File: src/hdl/tbs_pkg.sv
// ---------------------------------------------------------------------------
// tbs_pkg
// shared types and constants for the monotone time table bracket search
// ---------------------------------------------------------------------------
package tbs_pkg;

  // fixed field widths of the request and result channels
  localparam int TIME_W        = 32;
  localparam int IDX_W         = 10;
  localparam int CNT_W         = 11;
  localparam int DEFAULT_DEPTH = 1024;

  // request codes; the fourth code leaves the table unchanged and returns status OK
  typedef enum logic [1:0] {
    REQ_APPEND = 2'd0,
    REQ_LOOKUP = 2'd1,
    REQ_CLEAR  = 2'd2
  } tbs_req_t;

  typedef enum logic [1:0] {
    STATUS_OK       = 2'd0,
    STATUS_EMPTY    = 2'd1,
    STATUS_REVERSED = 2'd2,
    STATUS_FULL     = 2'd3
  } tbs_status_t;

  typedef struct packed {
    logic [1:0]               req_type;
    logic signed [TIME_W-1:0] time_value;
  } tbs_in_t;

  typedef struct packed {
    tbs_status_t      status;
    logic [IDX_W-1:0] lower_index;
    logic [IDX_W-1:0] upper_index;
    logic [IDX_W-1:0] nearest_index;
    logic [CNT_W-1:0] entry_count;
  } tbs_out_t;

endpackage

File: src/hdl/tbs_ctrl.sv
// ---------------------------------------------------------------------------
// tbs_ctrl
// request sequencer: append check, binary search and bracket selection
// ---------------------------------------------------------------------------
module tbs_ctrl #(
  parameter int TABLE_DEPTH = tbs_pkg::DEFAULT_DEPTH
) (
  input  logic                            clk,
  input  logic                            rst,
  input  logic                            req_valid,
  output logic                            req_ready,
  input  tbs_pkg::tbs_in_t                req_data,
  output logic                            rslt_valid,
  output tbs_pkg::tbs_out_t               rslt,
  input  logic                            rslt_taken,
  output logic                            mem_wr_en,
  output logic [$clog2(TABLE_DEPTH)-1:0]  mem_wr_addr,
  output logic [tbs_pkg::TIME_W-1:0]      mem_wr_data,
  output logic                            mem_rd_en,
  output logic [$clog2(TABLE_DEPTH)-1:0]  mem_rd_addr,
  input  logic [tbs_pkg::TIME_W-1:0]      mem_rd_data
);
  import tbs_pkg::*;

  localparam int IW = $clog2(TABLE_DEPTH);
  localparam int CW = $clog2(TABLE_DEPTH + 1);

  typedef enum logic [3:0] {
    S_IDLE,
    S_AP_LAST,
    S_AP_CHK,
    S_LK_FIRST,
    S_LK_DIR,
    S_SRCH,
    S_BRK,
    S_BRK_LO,
    S_BRK_HI,
    S_NEAR,
    S_DONE
  } state_t;

  state_t            state, state_next;
  logic [CW-1:0]     cnt, cnt_next;
  logic [TIME_W-1:0] q_key, q_key_next;
  logic [TIME_W-1:0] key_a, key_a_next;
  logic              dir_fall, dir_fall_next;
  logic [CW-1:0]     lo_b, lo_b_next;
  logic [CW-1:0]     hi_b, hi_b_next;
  logic [IW-1:0]     mid_idx, mid_idx_next;
  logic [IW-1:0]     brk_lo, brk_lo_next;
  logic [IW-1:0]     brk_hi, brk_hi_next;
  logic [IW-1:0]     near_idx, near_idx_next;
  logic [TIME_W-1:0] dist_lo, dist_lo_next;
  logic [TIME_W-1:0] dist_hi, dist_hi_next;
  tbs_status_t       rs_status, rs_status_next;

  logic [TIME_W-1:0] in_key;
  logic [CW-1:0]     cnt_dec, cnt_dec2, cnt_half, lo_dec;
  logic [CW-1:0]     mid_ext, lo_n, hi_n, mid_n;
  logic              probe_ahead, reversed;
  logic [TIME_W-1:0] key_dist;

  // offset binary: unsigned order equals signed order
  assign in_key   = {~req_data.time_value[TIME_W-1], req_data.time_value[TIME_W-2:0]};
  assign cnt_dec  = cnt - CW'(1);
  assign cnt_dec2 = cnt - CW'(2);
  assign cnt_half = cnt >> 1;
  assign lo_dec   = lo_b - CW'(1);
  assign mid_ext  = CW'(mid_idx);

  // search step on the entry read at mid
  assign probe_ahead = dir_fall ? (mem_rd_data > q_key) : (mem_rd_data < q_key);
  assign lo_n   = probe_ahead ? (mid_ext + CW'(1)) : lo_b;
  assign hi_n   = probe_ahead ? hi_b : mid_ext;
  assign mid_n  = lo_n + ((hi_n - lo_n) >> 1);

  // key_a holds entry n-1, the read data entry n-2
  assign reversed = ((key_a > mem_rd_data) && (q_key < key_a)) ||
                    ((key_a < mem_rd_data) && (q_key > key_a));

  assign key_dist = (q_key >= mem_rd_data) ? (q_key - mem_rd_data) : (mem_rd_data - q_key);

  assign req_ready  = (state == S_IDLE);
  assign rslt_valid = (state == S_DONE);

  always_comb begin
    rslt.status        = rs_status;
    rslt.lower_index   = IDX_W'(brk_lo);
    rslt.upper_index   = IDX_W'(brk_hi);
    rslt.nearest_index = IDX_W'(near_idx);
    rslt.entry_count   = CNT_W'(cnt);
  end

  always_comb begin
    state_next     = state;
    cnt_next       = cnt;
    q_key_next     = q_key;
    key_a_next     = key_a;
    dir_fall_next  = dir_fall;
    lo_b_next      = lo_b;
    hi_b_next      = hi_b;
    mid_idx_next   = mid_idx;
    brk_lo_next    = brk_lo;
    brk_hi_next    = brk_hi;
    near_idx_next  = near_idx;
    dist_lo_next   = dist_lo;
    dist_hi_next   = dist_hi;
    rs_status_next = rs_status;
    mem_rd_en      = 1'b0;
    mem_rd_addr    = '0;
    mem_wr_en      = 1'b0;
    mem_wr_addr    = cnt[IW-1:0];
    mem_wr_data    = q_key;

    unique case (state)
      S_IDLE: begin
        if (req_valid) begin
          q_key_next     = in_key;
          brk_lo_next    = '0;
          brk_hi_next    = '0;
          near_idx_next  = '0;
          rs_status_next = STATUS_OK;
          state_next     = S_DONE;
          unique case (req_data.req_type)
            REQ_APPEND: begin
              if (cnt >= CW'(TABLE_DEPTH)) begin
                rs_status_next = STATUS_FULL;
              end else if (cnt >= CW'(2)) begin
                mem_rd_en   = 1'b1;
                mem_rd_addr = cnt_dec[IW-1:0];
                state_next  = S_AP_LAST;
              end else begin
                mem_wr_en   = 1'b1;
                mem_wr_data = in_key;
                cnt_next    = cnt + CW'(1);
              end
            end
            REQ_LOOKUP: begin
              if (cnt == '0) begin
                rs_status_next = STATUS_EMPTY;
              end else if (cnt >= CW'(2)) begin
                mem_rd_en   = 1'b1;
                mem_rd_addr = '0;
                state_next  = S_LK_FIRST;
              end
            end
            REQ_CLEAR: begin
              cnt_next = '0;
            end
            default: begin
            end
          endcase
        end
      end
      S_AP_LAST: begin
        key_a_next  = mem_rd_data;
        mem_rd_en   = 1'b1;
        mem_rd_addr = cnt_dec2[IW-1:0];
        state_next  = S_AP_CHK;
      end
      S_AP_CHK: begin
        if (reversed) begin
          rs_status_next = STATUS_REVERSED;
        end else begin
          mem_wr_en = 1'b1;
          cnt_next  = cnt + CW'(1);
        end
        state_next = S_DONE;
      end
      S_LK_FIRST: begin
        key_a_next  = mem_rd_data;
        mem_rd_en   = 1'b1;
        mem_rd_addr = IW'(1);
        state_next  = S_LK_DIR;
      end
      S_LK_DIR: begin
        dir_fall_next = key_a > mem_rd_data;
        lo_b_next     = '0;
        hi_b_next     = cnt;
        mid_idx_next  = cnt_half[IW-1:0];
        mem_rd_en     = 1'b1;
        mem_rd_addr   = cnt_half[IW-1:0];
        state_next    = S_SRCH;
      end
      S_SRCH: begin
        lo_b_next = lo_n;
        hi_b_next = hi_n;
        if (lo_n < hi_n) begin
          mid_idx_next = mid_n[IW-1:0];
          mem_rd_en    = 1'b1;
          mem_rd_addr  = mid_n[IW-1:0];
        end else begin
          state_next = S_BRK;
        end
      end
      S_BRK: begin
        if (lo_b == '0) begin
          brk_lo_next = '0;
          brk_hi_next = '0;
        end else if (lo_b == cnt) begin
          brk_lo_next = cnt_dec[IW-1:0];
          brk_hi_next = cnt_dec[IW-1:0];
        end else begin
          brk_lo_next = lo_dec[IW-1:0];
          brk_hi_next = lo_b[IW-1:0];
        end
        mem_rd_en   = 1'b1;
        mem_rd_addr = brk_lo_next;
        state_next  = S_BRK_LO;
      end
      S_BRK_LO: begin
        dist_lo_next = key_dist;
        mem_rd_en    = 1'b1;
        mem_rd_addr  = brk_hi;
        state_next   = S_BRK_HI;
      end
      S_BRK_HI: begin
        dist_hi_next = key_dist;
        state_next   = S_NEAR;
      end
      S_NEAR: begin
        // a tie goes to the upper entry
        near_idx_next = (dist_lo < dist_hi) ? brk_lo : brk_hi;
        state_next    = S_DONE;
      end
      S_DONE: begin
        if (rslt_taken) begin
          state_next = S_IDLE;
        end
      end
      default: begin
        state_next = S_IDLE;
      end
    endcase
  end

  always_ff @(posedge clk) begin
    if (rst) begin
      state <= S_IDLE;
      cnt   <= '0;
    end else begin
      state <= state_next;
      cnt   <= cnt_next;
    end
    q_key     <= q_key_next;
    key_a     <= key_a_next;
    dir_fall  <= dir_fall_next;
    lo_b      <= lo_b_next;
    hi_b      <= hi_b_next;
    mid_idx   <= mid_idx_next;
    brk_lo    <= brk_lo_next;
    brk_hi    <= brk_hi_next;
    near_idx  <= near_idx_next;
    dist_lo   <= dist_lo_next;
    dist_hi   <= dist_hi_next;
    rs_status <= rs_status_next;
  end

endmodule

File: config.mk
export PLATFORM = sky130hd
export DESIGN_NAME = tbs_ctrl
export DESIGN_NICKNAME = d
export VERILOG_FILES = /design/src/hdl/tbs_pkg.sv /design/src/hdl/tbs_ctrl.sv
export SDC_FILE = /design/constraint.sdc
export NUM_CORES = 1
export LEC_CHECK = 0
export ABC_AREA = 1
export BUFFER_PORTS_ARGS = -buffer_cell sky130_fd_sc_hd__buf_2
export CORE_AREA = 2 2 178 180
export CTS_CLUSTER_SIZE = 14
export DETAILED_ROUTE_END_ITERATION = 10
export DIE_AREA = 0 0 180 182
export MAX_ROUTING_LAYER = met4
export PLACE_DENSITY = 0.75
export SETUP_SLACK_MARGIN = 0.2
export SYNTH_ARGS = -nofsm -noshare
export SYNTH_HDL_FRONTEND = slang
export SYNTH_SLANG_ARGS = --single-unit
File: constraint.sdc
create_clock -name clk -period 5.8 [get_ports clk]
set_clock_uncertainty 0.15 [all_clocks]
set_input_delay 0.58 -clock clk [delete_from_list [all_inputs] [get_ports clk]]
set_output_delay 0.58 -clock clk [all_outputs]
set_load 0.02 [all_outputs]
==> impl_metrics.ini, run 1 <==
[timing]
slew_headroom_pct = 29.3
hold_violations = 0
period_share_pct = 103
slew_viol_final = 0
rsz0062_at_grt = yes
setup_viol = 6
period_needed_ns = 5.96
max_freq_ghz = 0.168
final.setup.worst_slack_ns = -0.156
tightest_slew_ns = 1.06

[clock_tree]
numCtsBuffers = 24
cts_root_buf = clkbuf_16
clockBufferDepth = 3
ctsHtreeMaxLevel = 1
cts_tree = yes
clk_latency_ns = 0.53
cts_sinks = 208
cts_hold_buf = 0
clk_pin_slew_ns = 0.06

[yosys]
synth_top_area_share_pct = 36.0
synth_cells = 1956
synthFlopType = edfxtp_1
synth.net_count = 2214
yosysMostFrequentCell = nand2_1
yosysTopAreaCell = edfxtp_1
synthArstFlopShare_pct = 0
avgSynthCellArea_um2 = 8.22
synth-edff-count = 193
ys_top_cells_by_count = 345 x nand2_1, 292 x inv_1, 202 x nor2_1
ys_ff_latch = 208
yosysSeqAreaShare_pct = 37.9
ys_types = 60
yosysWarnings = 0
syn-cell-area_mm2 = 0.0161
synthTopCellsByArea = edfxtp_1 36%, ha_1 14%, nand2_1 8.1%

[route]
drt-total-wl_mm = 51.9
first_iter_violations = 1273
ant_nets = 0
wl_per_cell_um = 19.1
vias = 15300
vias_per_cell = 5.62
post-route-drc-count = 0
first_pass_iters = 6

[cells_and_area]
regArea_mm2 = 0.00610
area_delta_synth_final_pct = 27.2
final_cell_area_mm2 = 0.0205
layout.nets = 2561
fillCellCount = 2613
multi_input_area_mm2 = 0.00940
drive_above_1_share_pct = 26.1

[grt]
grt_pass1_wl_mm = 80.5
grt_pass1_vias = 15100
grtUsageTotal_pct = 31.8
grt_overflow = 0
grt_max_degree = 37
antenna_found_initial = 3

[die]
die_area_mm2 = 0.0328
die_x_um = 180
rows = 65
core_mm2 = 0.0310
fp.dieH_um = 182
start_util_pct = 51.9
io_pins = 169

[placement]
hpwl_mm = 39.4
gp_congestion = 1.01
portBuffers = 168
dp_slack_ns = -0.0183
dpl_cell_area_mm2 = 0.0179

[worst_setup_path]
arrival_ns = 6.07
cp.required_ns = 5.92
cp_slowest_cell = edfxtp_1
slowest_delay_ns = 0.39
critical_path_class = reg -> reg
end_kind = flop
critical-path-top-cell-by-count = buf_4
crit_path_start_kind = flop
cp_max_fo = 2
rrSetupSlack_ns = -0.16

[pwr]
power.total_mw = 9.70
leakage_nw = 9.54
vdd_drop_max_mv = 0.811
cellPowerDensity_mw_per_mm2 = 474

[status]
status = finished with violations
violations = negative setup slack

[hold_path]
worstHoldPathType = in -> reg

[job]
drv_cap = 0
[worst paths after layout]
check / cells past startpoint / start / end
worst max register to register: 38 / q_key[0] / dist_lo[30]
worst min register to register: 3 / state[2] / state[2]
worst max-delay path: 38 / q_key[0] / dist_lo[30]
worst min-delay path: 1 / req_data[28] / q_key[28]
[final cells by class]
type | count | share of cell area, %
sequential | 208 | 29.8
timing repair buffer | 372 | 12.2
antenna | 3 | 0.0367
tap | 402 | 2.46
multi-input combinational | 1395 | 46.0
clock buffer | 28 | 3.11
clock inverter | 14 | 0.856
inverter | 302 | 5.56
[through the flow]
stage / setup TNS [ns] / cells / hold slack [ns] / util, %
2_1_floorplan: 0 / 1956 / 0.342 / -
3_3_place_gp: 0 / 2561 / 0.400 / 57.7
3_5_place_dp: -0.0183 / 2561 / 0.410 / 57.7
4_1_cts: -0.120 / 2689 / 0.0686 / 63.8
5_1_grt: -2.29 / 2724 / 0.0711 / 66.0
6_report: -0.438 / 2724 / 0.0901 / 66.0
[metal layers]
| metal | vias to the layer above | GRT usage [%] | routed length (µm) |
|---|---|---|---|
| met5 | - | - | 0 |
| met4 | 0 | 12.7 | 2150 |
| met3 | 137 | 3.45 | 3190 |
| met2 | 571 | 54.3 | 25800 |
| met1 | 7262 | 38.6 | 20800 |
| li1 | 7328 | - | - |
[worst max-delay path, delay by kind of cell, from the launching register on]
family / cells / cell delay, ns
buffers and inverters: 29 / 3.50
AO/OA/AOI/OAI: 5 / 0.89
XOR/XNOR: 1 / 0.21
multiplexers: 1 / 0.22
adder cells (fa/ha/maj): 2 / 0.34
flip-flops: 1 / 0.39
[timing repair]
item	in CTS	in global routing
setup endpoints to repair	11	24
buffers inserted	86	32
pin swaps	47	63
hold endpoints to repair	0	0
resized for setup	95	100
[placed cells by master (no fill, tap or decap), drive strengths merged, types with 7 or more instances in the layout]
| master | n |
|---|---|
| o211ai | 15 |
| inv | 301 |
| edfxtp | 193 |
| buf | 372 |
| o21ai | 115 |
| nand2 | 374 |
| a221oi | 9 |
| ha | 184 |
| clkinv | 8 |
| clkbuf | 28 |
| xnor2 | 22 |
| o21a | 7 |
| a211oi | 13 |
| nand3 | 66 |
| xor2 | 55 |
| nor4 | 9 |
| dfxtp | 15 |
| o21bai | 7 |
| a21oi | 176 |
| o221ai | 7 |
| a31oi | 18 |
| nor3 | 26 |
| nand4 | 23 |
| nor2 | 209 |
[report_power, final]
part / leakage, nW / total [mW] / switching, mW / internal (mW)
sequential: 1.93 / 2.32 / 0.204 / 2.12
clock: 0.393 / 1.59 / 0.625 / 0.960
combinational: 7.22 / 5.79 / 3.35 / 2.44
[state kept, by name (all words and copies together), names as in the netlist, named ones only]
signal,count
key_a,32
dist_lo,32
lo_b,11
q_key,32
dist_hi,32
rs_status,2
mid_idx,10
brk_hi,10
near_idx,10
brk_lo,10
state,4
dir_fall,1
cnt,11
hi_b,10
[kinds of logic after synthesis]
family	after synthesis	share of synthesized area, %
AOI/OAI and AO/OA	404	14.6
xor gates and xnor gates	77	4.19
adders and majority gates	188	14.8
buffers and inverters	353	8.51
DFF	208	37.9
muxes	4	0.249
and+or+nand+nor	722	19.7
Note: power is estimated with default switching activity, not from simulation.
==> run 2: changes to the inputs <==
--- a/config.mk
+++ b/config.mk
@@ -7,10 +7,10 @@
 export LEC_CHECK = 0
 export ABC_AREA = 1
 export BUFFER_PORTS_ARGS = -buffer_cell sky130_fd_sc_hd__buf_2
-export CORE_AREA = 2 2 178 180
+export CORE_AREA = 2 2 151 212
 export CTS_CLUSTER_SIZE = 14
 export DETAILED_ROUTE_END_ITERATION = 10
-export DIE_AREA = 0 0 180 182
+export DIE_AREA = 0 0 153 214
 export MAX_ROUTING_LAYER = met4
 export PLACE_DENSITY = 0.75
 export SETUP_SLACK_MARGIN = 0.2
==> run 2 against run 1 <==
  * The flow still finishes with violations (negative setup slack)
  * Sequential share of layout area rose by 0.12 points
  * Clock power hardly changed
  * Worst setup slack better by 0.089 ns
  * First-iteration DRC count down 5.6%
  * Non-clock buffer count is 4 lower
  * Power decreased by 4.1%
  * Global-route usage grew 2.2 points
  * Core utilization grew 0.32 points
  * Sequential power about the same
  * Clock-buffer cell count decreased by 2
  * Flip-flop and latch count stayed put
  * Combinational power shrank 6.6%
==> impl_metrics.ini, run 2 (synthesis results as in run 1) <==
[status]
violations = negative setup slack
status = finished with violations

[clock_tree]
clk_pin_slew_ns = 0.07
clockBufferDepth = 3
numCtsBuffers = 22
cts_root_buf = clkbuf_16
clk_latency_ns = 0.53
cts_sinks = 208
cts_tree = yes
ctsHtreeMaxLevel = 1

[route]
vias = 15400
post-route-drc-count = 0
wl_per_cell_um = 20.6
ant_nets = 0
first_iter_violations = 1202
drt-total-wl_mm = 55.6
first_pass_iters = 5
vias_per_cell = 5.71

[worst_setup_path]
cp_slowest_cell = edfxtp_1
end_kind = primary output
path_buf_inv = 4
slowest_delay_ns = 0.43
arrival_ns = 5.14
critical-path-top-cell-by-count = nand2_2
reg2reg_to = dist_hi[30]
r2r_cells = 35
crit_path_start_kind = flop
cp.required_ns = 5.07
cpLargestDelayFamily = simple AND/OR/NAND/NOR gates
cp_max_fo = 7
critical_path_class = reg -> out
rr_startpoint = q_key[0]
rrSetupSlack_ns = 0.22

[cells_and_area]
final_cell_mix = 316 x nand2_1, 284 x inv_1, 194 x nor2_1
final_common_cell = nand2_1
drive_above_1_share_pct = 25.7
layout.nets = 2555
final_cell_count_no_fill = 2705
area_delta_synth_final_pct = 26.7

[pwr]
leakage_nw = 9.50
cellPowerDensity_mw_per_mm2 = 456
vdd_drop_max_mv = 0.521

[die]
io_pins = 169
core_mm2 = 0.0307
die_area_mm2 = 0.0327
start_util_pct = 52.3
rows = 76
die_x_um = 153
fp.dieH_um = 214

[job]
drv_cap = 0

[grt]
grt_overflow = 0
grt_max_degree = 40
grt_use_met1_pct = 35.5
antenna_found_initial = 3
grt_most_used_layer = met2
grtUsageTotal_pct = 34.0
met3_usage_pct = 3.78
grt_use_met2_pct = 61.0
grt_pass1_vias = 15700
grt_pass1_wl_mm = 84.8

[timing]
slew_headroom_pct = 26.0
tightest_slew_ns = 1.11
period_share_pct = 101
slew_viol_final = 0
setup_viol = 2
hold_violations = 0
final.setup.worst_slack_ns = -0.0676
timing.hold.ws_ns = 0.0887
max_freq_ghz = 0.170
rsz0062_at_grt = yes
period_needed_ns = 5.87
final.setup.tns_ns = -0.134

[hold_path]
hold_end = q_key[2]
worstHoldPathType = in -> reg
holdCritStartpoint = req_data[2]
hold_path_depth = 1

[placement]
dp_cells = 2577
gp_congestion = 0.993
dp_slack_ns = -0.169
portBuffers = 168
hpwl_mm = 43.1
-- run 2: changes by cell type in the layout (fill, tap and decap cells not counted), moves of 3 or more --
cell,previous run,this run
buf_6,19,14
ha_4,15,21
nand3_2,14,17
nand2_2,49,44
nand3_4,7,2
nor2_4,14,11
ha_1,165,160
a21oi_4,2,6
clkinv_2,4,1
nand2_1,311,316
nor2_1,190,194
-- run 2: metal layers --
| metal | wire length, µm | up-vias | part of all wire [%] |
|---|---|---|---|
| li1 | - | 7323 | - |
| met1 | 20000 | 7284 | 36 |
| met2 | 28600 | 623 | 51 |
| met3 | 2880 | 216 | 5.2 |
| met4 | 4190 | 0 | 7.5 |
| met5 | 0 | - | 0 |
-- run 2: worst max path at each step --
stage | slack [ns] | endpoint | cells past startpoint | from
CTS | -0.01 | mem_rd_addr[8] | 30 | q_key[0]
finish | -0.07 | mem_rd_addr[9] | 33 | q_key[0]
detailed placement | -0.17 | mem_rd_addr[9] | 31 | mem_rd_data[0]
global route | -0.26 | mem_rd_addr[9] | 33 | q_key[0]
global placement | -0.12 | mem_rd_addr[9] | 38 | mem_rd_data[0]
floorplan | 0.21 | mem_rd_addr[9] | 37 | mem_rd_data[0]
-- run 2: power breakdown --
group          internal [mW]  leakage (nW)  switching [mW]  total, mW
clock                  0.943         0.371           0.614       1.56
combinational           2.15          7.20            3.26       5.41
sequential              2.12          1.93           0.207       2.33
total                   5.22          9.50            4.08       9.30
-- run 2: area by class of cell --
| type | instances | area, µm² |
|---|---|---|
| clock inverter | 12 | 190 |
| inverter | 302 | 1130 |
| multi-input combinational | 1395 | 9440 |
| antenna | 4 | 10.0 |
| tap | 390 | 488 |
| fill | 2564 | 10300 |
| sequential | 208 | 6100 |
| clock buffer | 26 | 587 |
| timing repair buffer | 368 | 2430 |
-- run 2: through the flow --
step	total power, mW	area [µm²]	utilization [%]
final	9.30	20400	66.3
after CTS	8.87	19800	64.6
after floorplan	5.09	16100	-
after global placement	6.62	18100	58.8
after detailed placement	6.71	18100	58.8
after global routing	9.84	20400	66.3
-- run 2: repair_timing --
item,in CTS,in global routing
gates resized for setup,116,67
hold buffers,0,0
setup endpoints to repair,11,15
setup buffers,64,22
pin swaps,58,45
